<file path="config.mk">
export PLATFORM = sky130hd
export DESIGN_NAME = uuid_text_parser_core
export DESIGN_NICKNAME = d
export VERILOG_FILES = /design/src/rtl/core/uuidp_pkg.sv /design/src/rtl/core/uuidp_char_decode.sv /design/src/rtl/core/uuidp_scan.sv /design/src/rtl/core/uuid_text_parser_core.sv
export VERILOG_INCLUDE_DIRS = /design/src /design/src/rtl/core
export SDC_FILE = /design/constraint.sdc
export NUM_CORES = 1
export LEC_CHECK = 0
export BUFFER_PORTS_ARGS = -buffer_cell sky130_fd_sc_hd__buf_2
export CORE_ASPECT_RATIO = 1.5
export CORE_UTILIZATION = 40
export CTS_CLUSTER_SIZE = 20
export DETAILED_ROUTE_END_ITERATION = 16
export PLACE_DENSITY = 0.53
export SYNTH_ARGS = -nofsm -noshare
export SYNTH_HDL_FRONTEND = slang
export SYNTH_HIERARCHICAL = 1
export SYNTH_SLANG_ARGS = --single-unit
</file>
<file path="constraint.sdc">
create_clock -name aclk -period 18.3 [get_ports aclk]
set_clock_uncertainty 0.05 [all_clocks]
set_input_delay 3.66 -clock aclk [delete_from_list [all_inputs] [get_ports aclk]]
set_output_delay 3.66 -clock aclk [all_outputs]
set_load 0.05 [all_outputs]
</file>
<file path="src/rtl/core/uuid_text_parser_core_defines.svh">
// Assertion macros shared by the parser core.
// UUIDP_ASSERT checks a property while reset is released.
// UUIDP_ASSERT_ANY checks a property on every edge, reset included.
`ifndef UUID_TEXT_PARSER_CORE_DEFINES_SVH
`define UUID_TEXT_PARSER_CORE_DEFINES_SVH

`ifndef SYNTHESIS
`define UUIDP_ASSERT(lbl, clk, rstn, prop) \
    lbl: assert property (@(posedge clk) disable iff (!rstn) prop) \
        else $error("uuid parser assertion failed");
`define UUIDP_ASSERT_ANY(lbl, clk, prop) \
    lbl: assert property (@(posedge clk) prop) \
        else $error("uuid parser assertion failed");
`else
`define UUIDP_ASSERT(lbl, clk, rstn, prop)
`define UUIDP_ASSERT_ANY(lbl, clk, prop)
`endif

`endif

</file>
<file path="src/rtl/core/uuidp_pkg.sv">
package uuidp_pkg;

    localparam int unsigned HEX_DIGITS = 32;
    localparam int unsigned PREFIX_LEN = 9;
    localparam int unsigned ID_BITS    = 128;
    localparam int unsigned FIELD_BITS = 16;
    localparam int unsigned TDATA_BITS = 168;

    localparam logic [7:0] CH_DASH   = 8'h2D;
    localparam logic [7:0] CH_SPACE  = 8'h20;
    localparam logic [7:0] CH_TAB    = 8'h09;
    localparam logic [7:0] CH_LBRACE = 8'h7B;
    localparam logic [7:0] CH_RBRACE = 8'h7D;
    localparam logic [7:0] CH_LOW_U  = 8'h75;

    typedef enum logic [1:0] {
        ST_OK      = 2'd0,
        ST_SHORT   = 2'd1,
        ST_INVALID = 2'd2,
        ST_EXCESS  = 2'd3
    } status_t;

    typedef enum logic [1:0] {
        PH_LEAD   = 2'd0,
        PH_PREFIX = 2'd1,
        PH_BODY   = 2'd2
    } phase_t;

    typedef struct packed {
        logic       lead_skip;   // dash, space, tab, open brace
        logic       tail_trim;   // dash, space, tab, close brace
        logic       body_pend;   // space, tab, close brace
        logic       dash;
        logic       is_u;
        logic       is_hex;
        logic [3:0] hex_val;
    } char_class_t;

    typedef struct packed {
        status_t                status;
        logic [FIELD_BITS-1:0]  error_position;
        logic [FIELD_BITS-1:0]  found_count;
        logic [63:0]            id_high;
        logic [63:0]            id_low;
    } result_t;

    // Letters of the "urn:uuid:" prefix by index.
    function automatic logic [7:0] prefix_char(input logic [3:0] idx);
        logic [7:0] ch;
        case (idx)
            4'd0:    ch = 8'h75;
            4'd1:    ch = 8'h72;
            4'd2:    ch = 8'h6E;
            4'd3:    ch = 8'h3A;
            4'd4:    ch = 8'h75;
            4'd5:    ch = 8'h75;
            4'd6:    ch = 8'h69;
            4'd7:    ch = 8'h64;
            4'd8:    ch = 8'h3A;
            default: ch = 8'h00;
        endcase
        return ch;
    endfunction

endpackage

</file>
<file path="src/rtl/core/uuidp_char_decode.sv">
module uuidp_char_decode (
    input  logic [7:0]                char_in,
    output uuidp_pkg::char_class_t    cls
);

    logic is_blank;
    logic is_dec;
    logic is_lc;
    logic is_uc;

    assign is_blank = (char_in == uuidp_pkg::CH_SPACE) || (char_in == uuidp_pkg::CH_TAB);
    assign is_dec   = (char_in >= 8'h30) && (char_in <= 8'h39);
    assign is_lc    = (char_in >= 8'h61) && (char_in <= 8'h66);
    assign is_uc    = (char_in >= 8'h41) && (char_in <= 8'h46);

    always_comb begin
        cls.dash      = (char_in == uuidp_pkg::CH_DASH);
        cls.lead_skip = cls.dash || is_blank || (char_in == uuidp_pkg::CH_LBRACE);
        cls.body_pend = is_blank || (char_in == uuidp_pkg::CH_RBRACE);
        cls.tail_trim = cls.dash || cls.body_pend;
        cls.is_u      = (char_in == uuidp_pkg::CH_LOW_U);
        cls.is_hex    = is_dec || is_lc || is_uc;
        // letters: low nibble plus 9 maps a/A to 10
        if (is_dec) begin
            cls.hex_val = char_in[3:0];
        end else begin
            cls.hex_val = char_in[3:0] + 4'd9;
        end
    end

endmodule

</file>
<file path="src/rtl/core/uuidp_scan.sv">
module uuidp_scan #(
    parameter int unsigned POSITION_BITS = 16
) (
    input  logic                   aclk,
    input  logic                   aresetn,
    input  logic                   step,
    input  logic [7:0]             char_in,
    input  logic                   is_last,
    input  uuidp_pkg::char_class_t cls,
    output uuidp_pkg::result_t     result
);

    localparam int unsigned PB = POSITION_BITS;
    localparam logic [PB-1:0] POS_MAX = {PB{1'b1}};

    uuidp_pkg::phase_t  phase_reg, phase_next;
    logic [3:0]         pidx_reg, pidx_next;
    logic [5:0]         dc_reg, dc_next;
    logic [uuidp_pkg::ID_BITS-1:0] id_reg, id_next;
    logic [PB-1:0]      cp_reg, cp_next;
    logic [PB-1:0]      bs_reg, bs_next;
    logic [PB-1:0]      lk_reg, lk_next;
    uuidp_pkg::status_t ecode_reg, ecode_next;
    logic [PB-1:0]      epos_reg, epos_next;
    logic [PB-1:0]      ppos_reg, ppos_next;
    logic               pvalid_reg, pvalid_next;

    logic [PB-1:0]      cp_inc;
    logic               pfx_hit;
    logic               do_body;
    logic [PB-1:0]      bs_fin;
    logic [PB-1:0]      span;
    logic [PB-1:0]      rpos;
    logic [PB-1:0]      rcount;
    logic [PB+15:0]     rpos_ext;
    logic [PB+15:0]     rcount_ext;

    assign cp_inc  = (cp_reg == POS_MAX) ? POS_MAX : cp_reg + 1'b1;
    assign pfx_hit = (pidx_reg < 4'(uuidp_pkg::PREFIX_LEN))
                     && (char_in == uuidp_pkg::prefix_char(pidx_reg));

    always_comb begin
        phase_next  = phase_reg;
        pidx_next   = pidx_reg;
        dc_next     = dc_reg;
        id_next     = id_reg;
        cp_next     = cp_inc;
        bs_next     = bs_reg;
        lk_next     = lk_reg;
        ecode_next  = ecode_reg;
        epos_next   = epos_reg;
        ppos_next   = ppos_reg;
        pvalid_next = pvalid_reg;
        do_body     = 1'b0;

        if (!cls.tail_trim) begin
            lk_next = cp_inc;
        end

        unique case (phase_reg)
            uuidp_pkg::PH_LEAD: begin
                if (!cls.lead_skip) begin
                    bs_next = cp_reg;
                    if (cls.is_u) begin
                        phase_next = uuidp_pkg::PH_PREFIX;
                        pidx_next  = 4'd1;
                    end else begin
                        phase_next = uuidp_pkg::PH_BODY;
                        do_body    = 1'b1;
                    end
                end
            end
            uuidp_pkg::PH_PREFIX: begin
                if (pfx_hit) begin
                    pidx_next = pidx_reg + 4'd1;
                    if (pidx_next == 4'(uuidp_pkg::PREFIX_LEN)) begin
                        phase_next = uuidp_pkg::PH_BODY;
                        bs_next    = cp_inc;
                    end
                end else begin
                    // broken prefix: fault at the body start, reparse as body
                    if (ecode_next == uuidp_pkg::ST_OK) begin
                        ecode_next = uuidp_pkg::ST_INVALID;
                        epos_next  = bs_reg;
                    end
                    phase_next = uuidp_pkg::PH_BODY;
                    do_body    = 1'b1;
                end
            end
            uuidp_pkg::PH_BODY: begin
                do_body = 1'b1;
            end
            default: begin
                phase_next = phase_reg;
            end
        endcase

        if (do_body) begin
            if (cls.body_pend) begin
                if (!pvalid_reg) begin
                    pvalid_next = 1'b1;
                    ppos_next   = cp_reg;
                end
            end else if (!cls.dash) begin
                // a pending blank was not trailing after all
                if (pvalid_reg) begin
                    pvalid_next = 1'b0;
                    if (ecode_next == uuidp_pkg::ST_OK) begin
                        ecode_next = uuidp_pkg::ST_INVALID;
                        epos_next  = ppos_reg;
                    end
                end
                if (!cls.is_hex) begin
                    if (ecode_next == uuidp_pkg::ST_OK) begin
                        ecode_next = uuidp_pkg::ST_INVALID;
                        epos_next  = cp_reg;
                    end
                end else if (dc_reg[5]) begin
                    if (ecode_next == uuidp_pkg::ST_OK) begin
                        ecode_next = uuidp_pkg::ST_EXCESS;
                        epos_next  = cp_reg;
                    end
                end else begin
                    id_next = {id_reg[uuidp_pkg::ID_BITS-5:0], cls.hex_val};
                    dc_next = dc_reg + 6'd1;
                end
            end
        end

        bs_fin = (phase_next == uuidp_pkg::PH_LEAD) ? cp_inc : bs_next;
        span   = (lk_next > bs_fin) ? lk_next - bs_fin : '0;

        result.id_high = '0;
        result.id_low  = '0;
        if (span < PB'(uuidp_pkg::HEX_DIGITS)) begin
            result.status = uuidp_pkg::ST_SHORT;
            rpos          = bs_fin;
            rcount        = span;
        end else if (ecode_next != uuidp_pkg::ST_OK) begin
            result.status = ecode_next;
            rpos          = epos_next;
            rcount        = '0;
        end else if (!dc_next[5]) begin
            result.status = uuidp_pkg::ST_SHORT;
            rpos          = lk_next;
            rcount        = PB'(dc_next);
        end else begin
            result.status  = uuidp_pkg::ST_OK;
            rpos           = '0;
            rcount         = '0;
            result.id_high = id_next[127:64];
            result.id_low  = id_next[63:0];
        end
        rpos_ext              = {16'd0, rpos};
        rcount_ext            = {16'd0, rcount};
        result.error_position = rpos_ext[15:0];
        result.found_count    = rcount_ext[15:0];

        // the final character returns all control state to the idle state
        if (is_last) begin
            phase_next  = uuidp_pkg::PH_LEAD;
            pidx_next   = '0;
            dc_next     = '0;
            cp_next     = '0;
            bs_next     = '0;
            lk_next     = '0;
            ecode_next  = uuidp_pkg::ST_OK;
            epos_next   = '0;
            ppos_next   = '0;
            pvalid_next = 1'b0;
        end
    end

    always_ff @(posedge aclk) begin
        if (!aresetn) begin
            phase_reg  <= uuidp_pkg::PH_LEAD;
            pidx_reg   <= '0;
            dc_reg     <= '0;
            cp_reg     <= '0;
            bs_reg     <= '0;
            lk_reg     <= '0;
            ecode_reg  <= uuidp_pkg::ST_OK;
            epos_reg   <= '0;
            ppos_reg   <= '0;
            pvalid_reg <= 1'b0;
        end else if (step) begin
            phase_reg  <= phase_next;
            pidx_reg   <= pidx_next;
            dc_reg     <= dc_next;
            cp_reg     <= cp_next;
            bs_reg     <= bs_next;
            lk_reg     <= lk_next;
            ecode_reg  <= ecode_next;
            epos_reg   <= epos_next;
            ppos_reg   <= ppos_next;
            pvalid_reg <= pvalid_next;
        end
    end

    // digit shifter holds no control state
    always_ff @(posedge aclk) begin
        if (step) begin
            id_reg <= id_next;
        end
    end

endmodule

</file>
<file path="src/rtl/core/uuid_text_parser_core.sv">
// UUID text parser core.
// Slave channel: one text character per item; s_tlast marks the final one.
// Master channel: one result item per text, sent after its final character:
// status, error position, found count and the 128-bit identifier.
// Leading dashes, blanks and an open brace are skipped, then an optional
// "urn:uuid:" prefix; trailing dashes, blanks and a close brace are trimmed.
// Throughput: one character per clock unless a final character must wait.
// The final character lands in the input register when accepted, and its
// result lands in the result register once that register is free, so
// m_tvalid rises once the result register has been loaded.
// Each character is decoded and folded into the scan state
// between the input register and the result register.
// Reset (aresetn low, synchronous) empties both registers and returns the
// scan state to the leading-skip phase; the next character starts a new text.
// When the receiver stalls, the result register holds its item; plain
// characters keep flowing, and only a final character waits until the
// result register is free; while it waits, s_tready drops as well.
`include "uuid_text_parser_core_defines.svh"

module uuid_text_parser_core #(
    parameter int unsigned POSITION_BITS = 16
) (
    input  logic         aclk,
    input  logic         aresetn,

    input  logic         s_tvalid,
    output logic         s_tready,
    input  logic [7:0]   s_tdata,   // [7:0] char_in
    input  logic         s_tlast,   // is_last

    output logic         m_tvalid,
    input  logic         m_tready,
    // [1:0] status, [17:2] error_position, [33:18] found_count,
    // [97:34] id_high, [161:98] id_low, [167:162] zero
    output logic [uuidp_pkg::TDATA_BITS-1:0] m_tdata
);

    logic                   in_valid_reg;
    logic [7:0]             in_char_reg;
    logic                   in_last_reg;
    logic                   out_valid_reg;
    uuidp_pkg::result_t     out_res_reg;

    logic                   out_free;
    logic                   advance;
    logic                   s_accept;
    uuidp_pkg::char_class_t cls;
    uuidp_pkg::result_t     scan_res;

    // A plain character always advances; a final one needs a free result slot.
    assign out_free = !out_valid_reg || m_tready;
    assign advance  = in_valid_reg && (!in_last_reg || out_free);
    assign s_tready = !in_valid_reg || advance;
    assign s_accept = s_tvalid && s_tready;

    // Input register: hold the character until the scan takes it.
    always_ff @(posedge aclk) begin
        if (!aresetn) begin
            in_valid_reg <= 1'b0;
        end else if (s_accept) begin
            in_valid_reg <= 1'b1;
        end else if (advance) begin
            in_valid_reg <= 1'b0;
        end
    end

    always_ff @(posedge aclk) begin
        if (s_accept) begin
            in_char_reg <= s_tdata;
            in_last_reg <= s_tlast;
        end
    end

    uuidp_char_decode u_decode (
        .char_in (in_char_reg),
        .cls     (cls)
    );

    uuidp_scan #(
        .POSITION_BITS (POSITION_BITS)
    ) u_scan (
        .aclk    (aclk),
        .aresetn (aresetn),
        .step    (advance),
        .char_in (in_char_reg),
        .is_last (in_last_reg),
        .cls     (cls),
        .result  (scan_res)
    );

    // Result register: load on the final character, drop once taken.
    always_ff @(posedge aclk) begin
        if (!aresetn) begin
            out_valid_reg <= 1'b0;
        end else if (advance && in_last_reg) begin
            out_valid_reg <= 1'b1;
        end else if (m_tready) begin
            out_valid_reg <= 1'b0;
        end
    end

    always_ff @(posedge aclk) begin
        if (advance && in_last_reg) begin
            out_res_reg <= scan_res;
        end
    end

    assign m_tvalid = out_valid_reg;
    assign m_tdata  = {6'd0,
                       out_res_reg.id_low,
                       out_res_reg.id_high,
                       out_res_reg.found_count,
                       out_res_reg.error_position,
                       out_res_reg.status};

    // The result register is empty right after reset.
    `UUIDP_ASSERT_ANY(a_empty_after_reset, aclk, !aresetn |=> !m_tvalid)
    // A success carries no position and no count.
    `UUIDP_ASSERT(a_ok_clean, aclk, aresetn,
        m_tvalid && (out_res_reg.status == uuidp_pkg::ST_OK)
        |-> (out_res_reg.error_position == '0) && (out_res_reg.found_count == '0))
    // A failure carries a zero identifier.
    `UUIDP_ASSERT(a_fail_zero_id, aclk, aresetn,
        m_tvalid && (out_res_reg.status != uuidp_pkg::ST_OK)
        |-> (out_res_reg.id_high == '0) && (out_res_reg.id_low == '0))
    // A character the scan cannot take stays in the input register.
    `UUIDP_ASSERT(a_input_held, aclk, aresetn,
        in_valid_reg && !advance |=> in_valid_reg && $stable(in_char_reg))

endmodule
</file>
# --- After elaboration in Yosys (flattened, before gate mapping) ---
# Memory sizes are Yosys's and may differ from the RTL's. A register that Yosys moved wholly into a read port is not among the register bits.
# Cells that the tools add are included.
op_classes:
  add_sub_neg: 5
  reduce_logical: 35
  n_lt_le_gt_ge: 9
  n_bitwise: 1
  mux: 88
  n_eq_ne: 16
op_table:
  columns: ["cell", "count"]
  rows:
  - ["$mux 128", 5]
  - ["$mux 16", 31]
  - ["$mux 2", 22]
  - ["$mux 6", 6]
  - ["$pmux 16 s2", 1]
  - ["$mux 4", 7]
  - ["$eq 8x7->1 const B", 3]
  - ["$add 16x1->16 const B", 1]
  - ["$eq 16x16->1 const B", 1]
  - ["$eq 8x6->1 const B", 2]
  - ["$ge 8x7->1 const B", 2]
  - ["$gt 16x16->1", 1]
  - ["$le 8x7->1 const B", 2]
  - ["$lt 16x6->1 const B", 1]
  - ["$sub 16x16->16", 1]
  - ["$mux 1", 12]
  - ["$logic_not 2->1", 5]
  - ["$logic_or 1x1->1", 10]
  - ["$reduce_bool 2->1", 5]
  - ["$ne 3x3->1 const B", 3]
  - ["$eq 8x4->1 const B", 1]
  - ["$eq 8x8->1", 1]
  - ["$ge 8x6->1 const B", 1]
  - ["$le 8x6->1 const B", 1]
  - ["21 further kinds", 29]
totals:
  output_inout_bits: 170
  word_cells: 175
  romBits: 112
  ff_bits: 396
  mem_count: 1
memory_table:
  columns: ["memory", "words", "word_bits", "rd", "rd_ports_with_merged_regs", "wr", "line", "text"]
  rows:
  - ["(name not given)", 16, 7, 1, 1, 0, "uuidp_pkg.sv:50", "case (idx)"]

# --- Longest topological paths before layout ---
# Gate-level depths: netlist of the first run.
logic_depth:
  ltp_word: 20
  ltp_mapped: 29
  ltp_nobuf: 25

# --- Modules after synthesis ---
# The synthesis of the first run kept the hierarchy.
modules_own_cells:
  columns: ["module", "cells_each", "n_inst", "area_per_inst_um2", "seq_area_each_um2"]
  rows:
  - ["uuidp_scan", 1483, 1, 14172.3, 5885.6]
  - ["uuid_text_parser_core", 190, 1, 5301.3, 5175.0]
  - ["uuidp_char_decode", 41, 1, 339.1, 0.0]

# --- Worst setup path before layout of the first run ---
# Ideal clock, no wire load.
synth_path:
  path_kind: "in2reg"
  startpoint: "input m_tready"
  endpoint: "register with a tool-made name"
  path_buffers: 1
  path_stages: 9
  t_required_ns: 18.171
  arrival_ns: 11.545
  setup_slack_ns: 6.625
  cell_sequence: "and2b_1 -> a21boi_1 -> clkbuf_1 -> o21ai_1 -> o21ai_0 -> o21a_1 -> nor2b_1 -> or3_1 -> a22oi_1"
synth_lines:
  columns: ["item", "line", "text"]
  rows:
  - ["start: declaration", "uuid_text_parser_core.sv:32", "input logic m_tready,"]

# --- Worst setup path after layout of the first run ---
layout_path:
  startpoint: "register in_char_reg[3]"
  endpoint: "register out_res_reg (netlist bit m_tdata[127]) (data pin)"
layout_between:
  elab_chain_cells: 19
  elab_cells_between_ends: 69
  classes_between: "add/sub (1); order compare (8); eq/ne (7); mux (36); bitwise (1); reduce/logical (16)"
layout_lines:
  columns: ["item", "line", "text"]
  rows:
  - ["start: declaration", "uuid_text_parser_core.sv:39", "logic [7:0] in_char_reg;"]
  - ["start signal: assignment", "uuid_text_parser_core.sv:69", "in_char_reg <= s_tdata;"]
  - ["parallel branches: the longest is 19 deep, another holds $sub 16x16->16", null, null]
  - ["end signal: assignment", "uuid_text_parser_core.sv:104", "out_res_reg <= scan_res;"]
  - ["end: declaration", "uuid_text_parser_core.sv:42", "uuidp_pkg::result_t out_res_reg;"]
# Parallel ways; which one is timed is not known. The select of a mux whose other input is x is not followed.
# A chain may end at the register's enable or synchronous reset.

==> results of run 1 <==
## worst paths after layout
check | end | cells past startpoint | slack (ns)
setup / recovery | m_tdata[127] | 25 | 10.36
hold / removal | u_scan/epos_reg[5] | 2 | 0.46
setup reg to reg | m_tdata[127] | 25 | 10.36
hold reg to reg | u_scan/epos_reg[5] | 2 | 0.46
## logic make-up after synthesis
family                     after synthesis
adders and majority gates               21
and+or+nand+nor                        585
DFF                                    403
muxes                                  170
buffers and inverters                  155
AOI/OAI and AO/OA                      351
xor gates and xnor gates                27
other                                    2
## cell usage in the layout, fill, tap and decap left out, types with 24 or more instances in the layout
cell type,count
a22oi_1,32
nor2b_1,204
nand2_1,101
nor3_1,29
and2_1,25
nor2_1,119
dfxtp_1,104
mux2i_1,25
o21ai_0,47
mux2_2,142
edfxtp_1,299
inv_1,32
clkbuf_16,41
a31oi_1,24
o22ai_1,38
buf_2,175
a21oi_1,89
## cell usage after synthesis, drive strengths merged, types with 31 or more instances
cell,number,area (µm²)
nor2b,204,1280
mux2,143,1610
clkbuf,79,298
inv,32,120
buf,43,342
nor2,121,454
dfxtp,104,2080
o22ai,38,238
nand2,101,379
o21ai,51,255
a21oi,94,493
a22oi,33,253
nor3,31,160
edfxtp,299,8980
## critical path, stage by stage (launching register included)
cell and delay (ns):
edfxtp_1 0.57, xor2_1 0.21, nor3_1 0.62, nand3_1 0.32, nor2_1 0.19, buf_4 0.23, nand2_1 0.38, o22ai_1 0.25
o21ai_0 0.09, o21ai_0 0.15, nor2_1 0.07, a21oi_1 0.28, ha_1 0.37, a21o_1 0.19, a21oi_1 0.14, nor2_1 0.07
a211oi_1 0.46, o21ai_0 0.23, nor3b_1 0.26, mux2i_1 0.10, o2111a_1 0.17, or4_4 0.55, o31ai_4 0.22, buf_4 0.44
buf_4 0.80, nor2b_1 0.12
## area by class of cell
type / instances / area (µm²)
clock inverter: 11 / 141
clock buffer: 62 / 1140
fill: 4590 / 26400
timing repair buffer: 197 / 1050
sequential: 403 / 11100
multi-input combinational: 1171 / 8100
inverter: 33 / 124
tap: 656 / 821
## per-layer routing
layer,up-vias,GRT usage (%),wire (µm)
met1,6663,23.1,20200
met5,-,0,0
met3,117,2.34,2070
met4,0,10.2,2490
met2,387,36.1,26200
li1,6549,-,-
## power groups by stage
stage,Clock (mW),Sequential (mW),Combinational [mW]
after floorplan,0,1.05,0.121
after global placement,0,1.03,0.183
after detailed placement,0,1.03,0.184
after CTS,0.851,1.01,0.184
after global routing,0.886,1.01,0.197
final,0.822,1.01,0.183
## through the flow
stage / utilization, % / hold slack [ns]
floorplan: - / 0.418
global placement: 43.4 / 0.441
detailed placement: 43.4 / 0.450
CTS: 46.0 / 0.465
global route: 46.0 / 0.491
finish: 46.0 / 0.463
==> flow_metrics.tcl, run 1 <==
set metrics [dict create \
    die-area_um2 50400 \
    largest_reg_flops 162 \
    ios 183 \
    drtPass1Iterations 5 \
    grt_pass1_vias 13600 \
    cts_hold_buf 0 \
    hold_viol_final 0 \
    final_cells 2533 \
    fin_ws_ns 10.36 \
    fin_area_um2 22400 \
    cts.clk_slew.worst_paths_ns 0.06 \
    p_sw_share_pct 23.9 \
    grt_antenna_before_repair 0 \
    grt_max_degree 153 \
    p_int_mw 1.53 \
    antenna_left 0 \
    tightest_slew_ns 1.12 \
    syn-cell-area_um2 19800 \
    synth.area.mux_share_pct 9.57 \
    portBuffers 176 \
    routabilityCongestion 0.864 \
    placement_rows 99 \
    hpwl_um 33400 \
    tritoncts "built" \
    pwr-share-comb_pct 9.1 \
    synth_cell_types 92 \
    antenna_cells 0 \
    rr_startpoint "in_char_reg[3]" \
    async_reset_ff_share_pct 0 \
    syn_area_per_cell_um2 11.6 \
    synth-adder-area-share_pct 1.31 \
    synth_edf_count 299 \
    fin_crit_ns 7.94 \
    slew_headroom_pct 24.8 \
    hp-class "reg2reg" \
    pwr-share-seq_pct 50.0 \
    switching_power_uw 481 \
    cts_buffers 41 \
    min_from "u_scan/epos_reg[5]" \
    drtIter0Drc 955 \
    routed_wl_um 51000 \
    power_density_nw_per_um2 89.6 \
    cp-end-kind "register" \
    wl_per_cell_um 20.1 \
    final-max-slew-violation-count 0 \
    dp_slack_ns 10.40 \
    synthCells 1714 \
    leakage_nw 7.87 \
    start_util_pct 40.6 \
    max_freq_mhz 126 \
    yosysWarnings 6 \
    ys_seq_area_share_pct 55.8 \
    outcome "completed" \
    cts_root_buf "clkbuf_16" \
    fp.dieH_um 275 \
    yosys.area_share.simple_pct 16.1 \
    area_growth_pct 13.2 \
    coreArea_um2 48800 \
    synth_top_family_by_area "simple AND/OR/NAND/NOR gates" \
    synth_xor_area_share_pct 1.19 \
    synth_compound_area_share_pct 12.1 \
    clkPwrFrac_pct 40.9 \
    cts.repair.resized 0 \
    critPathLaunchType "register" \
    dp.cells 2460 \
    die_width_um 184 \
    setup_viol 0 \
    vias_per_cell 5.41 \
    cts_max_level 2 \
    post_cts_buffers 0 \
    crit_type "reg2reg" \
    clkSinkCount 403 \
    vdd.ir_drop.worst_v 0.0000716 \
    finalPower_mw 2.01 \
    rsz0062_at_grt "no" \
    fin_nets 1880 \
    track_usage_pct 20.0 \
    drc_errors 0 \
    cts.path.max_buffers 3 \
    finalCritPeriodShare_pct 43.4 \
    grt-ovfl-total 0 \
    tns_ns 0 \
    critical_path_peak_fanout 85 \
    layout-drive-gt1-share_pct 23.0 \
    insertion_delay_ns 0.54 \
    placed_cell_area_um2 21200 \
    drv_cap 0 \
    synth_flop_cell "edfxtp_1" \
    critical_path_required_ns 18.50 \
    grt_pass1_wl_um 78200 \
    vias 13700 \
    cp_data_arrival_time_ns 8.14 \
    worstSetupStartpoint "in_char_reg[3]" \
    ys_ff_latch 403 \
]
Power figures use the tool's default switching activity.
==> run 2, diff against run 1 <==
- clock period: 18.3 -> 7.36 ns (I/O delays scaled with it)
==> flow_metrics.tcl, run 2 (synthesis gave the netlist of run 1 again) <==
set metrics [dict create \
    vias 13800 \
    switching_power_mw 1.23 \
    largest_reg_flops 162 \
    grt-ovfl-total 0 \
    setup_viol 0 \
    cts_max_level 2 \
    layout_commonest_cell "edfxtp_1" \
    start_util_pct 40.6 \
    cts_buffers 42 \
    post_cts_buffers 0 \
    nFillCells 4611 \
    tightest_slew_ns 1.19 \
    ios 183 \
    final_cells 2549 \
    vdd.ir_drop.worst_v 0.000186 \
    critical_path_required_ns 7.61 \
    hold_ws_ns 0.460 \
    outcome "completed" \
    p_sw_share_pct 23.9 \
    area_growth_pct 14.5 \
    routed_wl_um 51000 \
    slew_headroom_pct 20.6 \
    pwr-share-comb_pct 9.0 \
    tritoncts "built" \
    ff2ff_setup_slack_ns 0.64 \
    grt_pass1_wl_um 78200 \
    rr_startpoint "u_scan/pidx_reg[0]" \
    cp_data_arrival_time_ns 6.97 \
    fp.dieH_um 275 \
    coreArea_um2 48800 \
    cts.repair.resized 0 \
    critPathLaunchType "register" \
    rsz0062_at_grt "no" \
    leakage_nw 8.01 \
    dp.cells 2474 \
    drtIter0Drc 977 \
    hpwl_um 34100 \
    clkPwrFrac_pct 42.3 \
    cts_root_buf "clkbuf_16" \
    grt_max_degree 163 \
    cts.clk_slew.worst_paths_ns 0.06 \
    hold_end "u_scan/epos_reg[7]" \
    r2r_end "m_tdata[66]" \
    max_freq_mhz 149 \
    die_width_um 184 \
    min_from "u_scan/epos_reg[7]" \
    placement_rows 99 \
    drv_cap 0 \
    track_usage_pct 20.0 \
    whs_path_depth 2 \
    critical_path_peak_fanout 34 \
    power_density_nw_per_um2 226 \
    fin_crit_ns 6.72 \
    clkSinkCount 403 \
    pwr-share-seq_pct 48.7 \
    routabilityCongestion 0.860 \
    r2r_cells 26 \
    layout-drive-gt1-share_pct 23.6 \
    vias_per_cell 5.40 \
    cts_hold_buf 0 \
    hold_viol_final 0 \
    antenna_cells 0 \
    drc_errors 0 \
    p_int_mw 3.91 \
    cp-end-kind "register" \
    antenna_left 0 \
    final-max-slew-violation-count 0 \
    insertion_delay_ns 0.56 \
    wl_per_cell_um 20.0 \
    hp-class "reg2reg" \
    finalPower_mw 5.13 \
    die-area_um2 50400 \
    cts.path.max_buffers 3 \
    final_cell_mix "299 x edfxtp_1, 204 x nor2b_1, 176 x buf_2, 142 x mux2_2, 119 x nor2_1" \
    portBuffers 176 \
    crit_type "reg2reg" \
    drtPass1Iterations 5 \
    post-route-util_pct 46.5 \
    finalCritPeriodShare_pct 91.3 \
    grt_antenna_before_repair 0 \
    tns_ns 0 \
    fin_nets 1895 \
    grt_pass1_vias 13600 \
]
-- run 2: changes by cell type in the layout (fill, tap and decap cells not counted), moves of 2 or more --
cell	change
clkinv_1	+5
clkbuf_8	-3
clkbuf_2	-2
clkbuf_1	-5
bufinv_16	+2
inv_6	-2
buf_12	+3
buf_4	+10
clkbuf_16	+3
clkinv_8	+2
-- run 2: metrics by stage --
step / setup WS (ns) / area (µm²)
floorplan: 0.570 / 19900
global placement: 0.788 / 21300
detailed placement: 0.721 / 21300
CTS: 0.687 / 22700
global route: 0.0717 / 22700
finish: 0.642 / 22700
-- run 2: worst max-delay path by stage --
stage                             startpoint           to  slack, ns
final                     u_scan/pidx_reg[0]  m_tdata[66]       0.64
after global routing      u_scan/pidx_reg[0]  m_tdata[58]       0.07
after CTS                     in_char_reg[3]  m_tdata[15]       0.69
after detailed placement  u_scan/pidx_reg[0]  m_tdata[15]       0.72
after global placement        in_char_reg[3]  m_tdata[17]       0.79
after floorplan                     m_tready     register       0.57
-- run 2: worst max-delay path: stages, from the launching register on --
cell,delay (ns)
dfxtp_1,0.36
inv_1,0.10
ha_1,0.19
nand2b_1,0.10
a2111oi_4,0.50
nand3_1,0.26
nor2_1,0.22
nand2_1,0.39
o22ai_1,0.24
o21ai_0,0.09
o21ai_0,0.13
nor2_1,0.08
a21oi_1,0.27
ha_1,0.37
a21o_1,0.19
a21oi_1,0.13
nor2_1,0.07
a211oi_1,0.46
o21ai_0,0.24
nor3b_1,0.28
mux2i_1,0.11
o2111a_1,0.18
or4_4,0.55
o31ai_4,0.27
buf_12,0.24
buf_4,0.29
nor2b_1,0.08
-- run 2: routing by layer --
layer / global-route usage [%] / up-vias / part of all wire (%)
met3: 2.74 / 105 / 4.2
met2: 36.4 / 319 / 51
met4: 9.08 / 0 / 4.3
met1: 23.0 / 6740 / 40
met5: 0 / - / 0
li1: - / 6592 / -
-- run 2: power by group through the flow --
stage / combinational [mW] / clock, mW / sequential (mW)
CTS: 0.463 / 2.24 / 2.50
global placement: 0.460 / 0 / 2.55
detailed placement: 0.461 / 0 / 2.55
floorplan: 0.300 / 0 / 2.59
global route: 0.497 / 2.31 / 2.50
finish: 0.461 / 2.17 / 2.50
-- run 2: area by class of cell --
class / instances / area, µm² / area share (%)
flip-flops and latches: 403 / 11100 / 48.7
multi-input cells: 1171 / 8110 / 35.7
repair buffers: 211 / 1190 / 5.26
clock buffers: 55 / 1140 / 5.03
well taps: 656 / 821 / 3.62
clock inverters: 20 / 245 / 1.08
inverters: 33 / 124 / 0.546
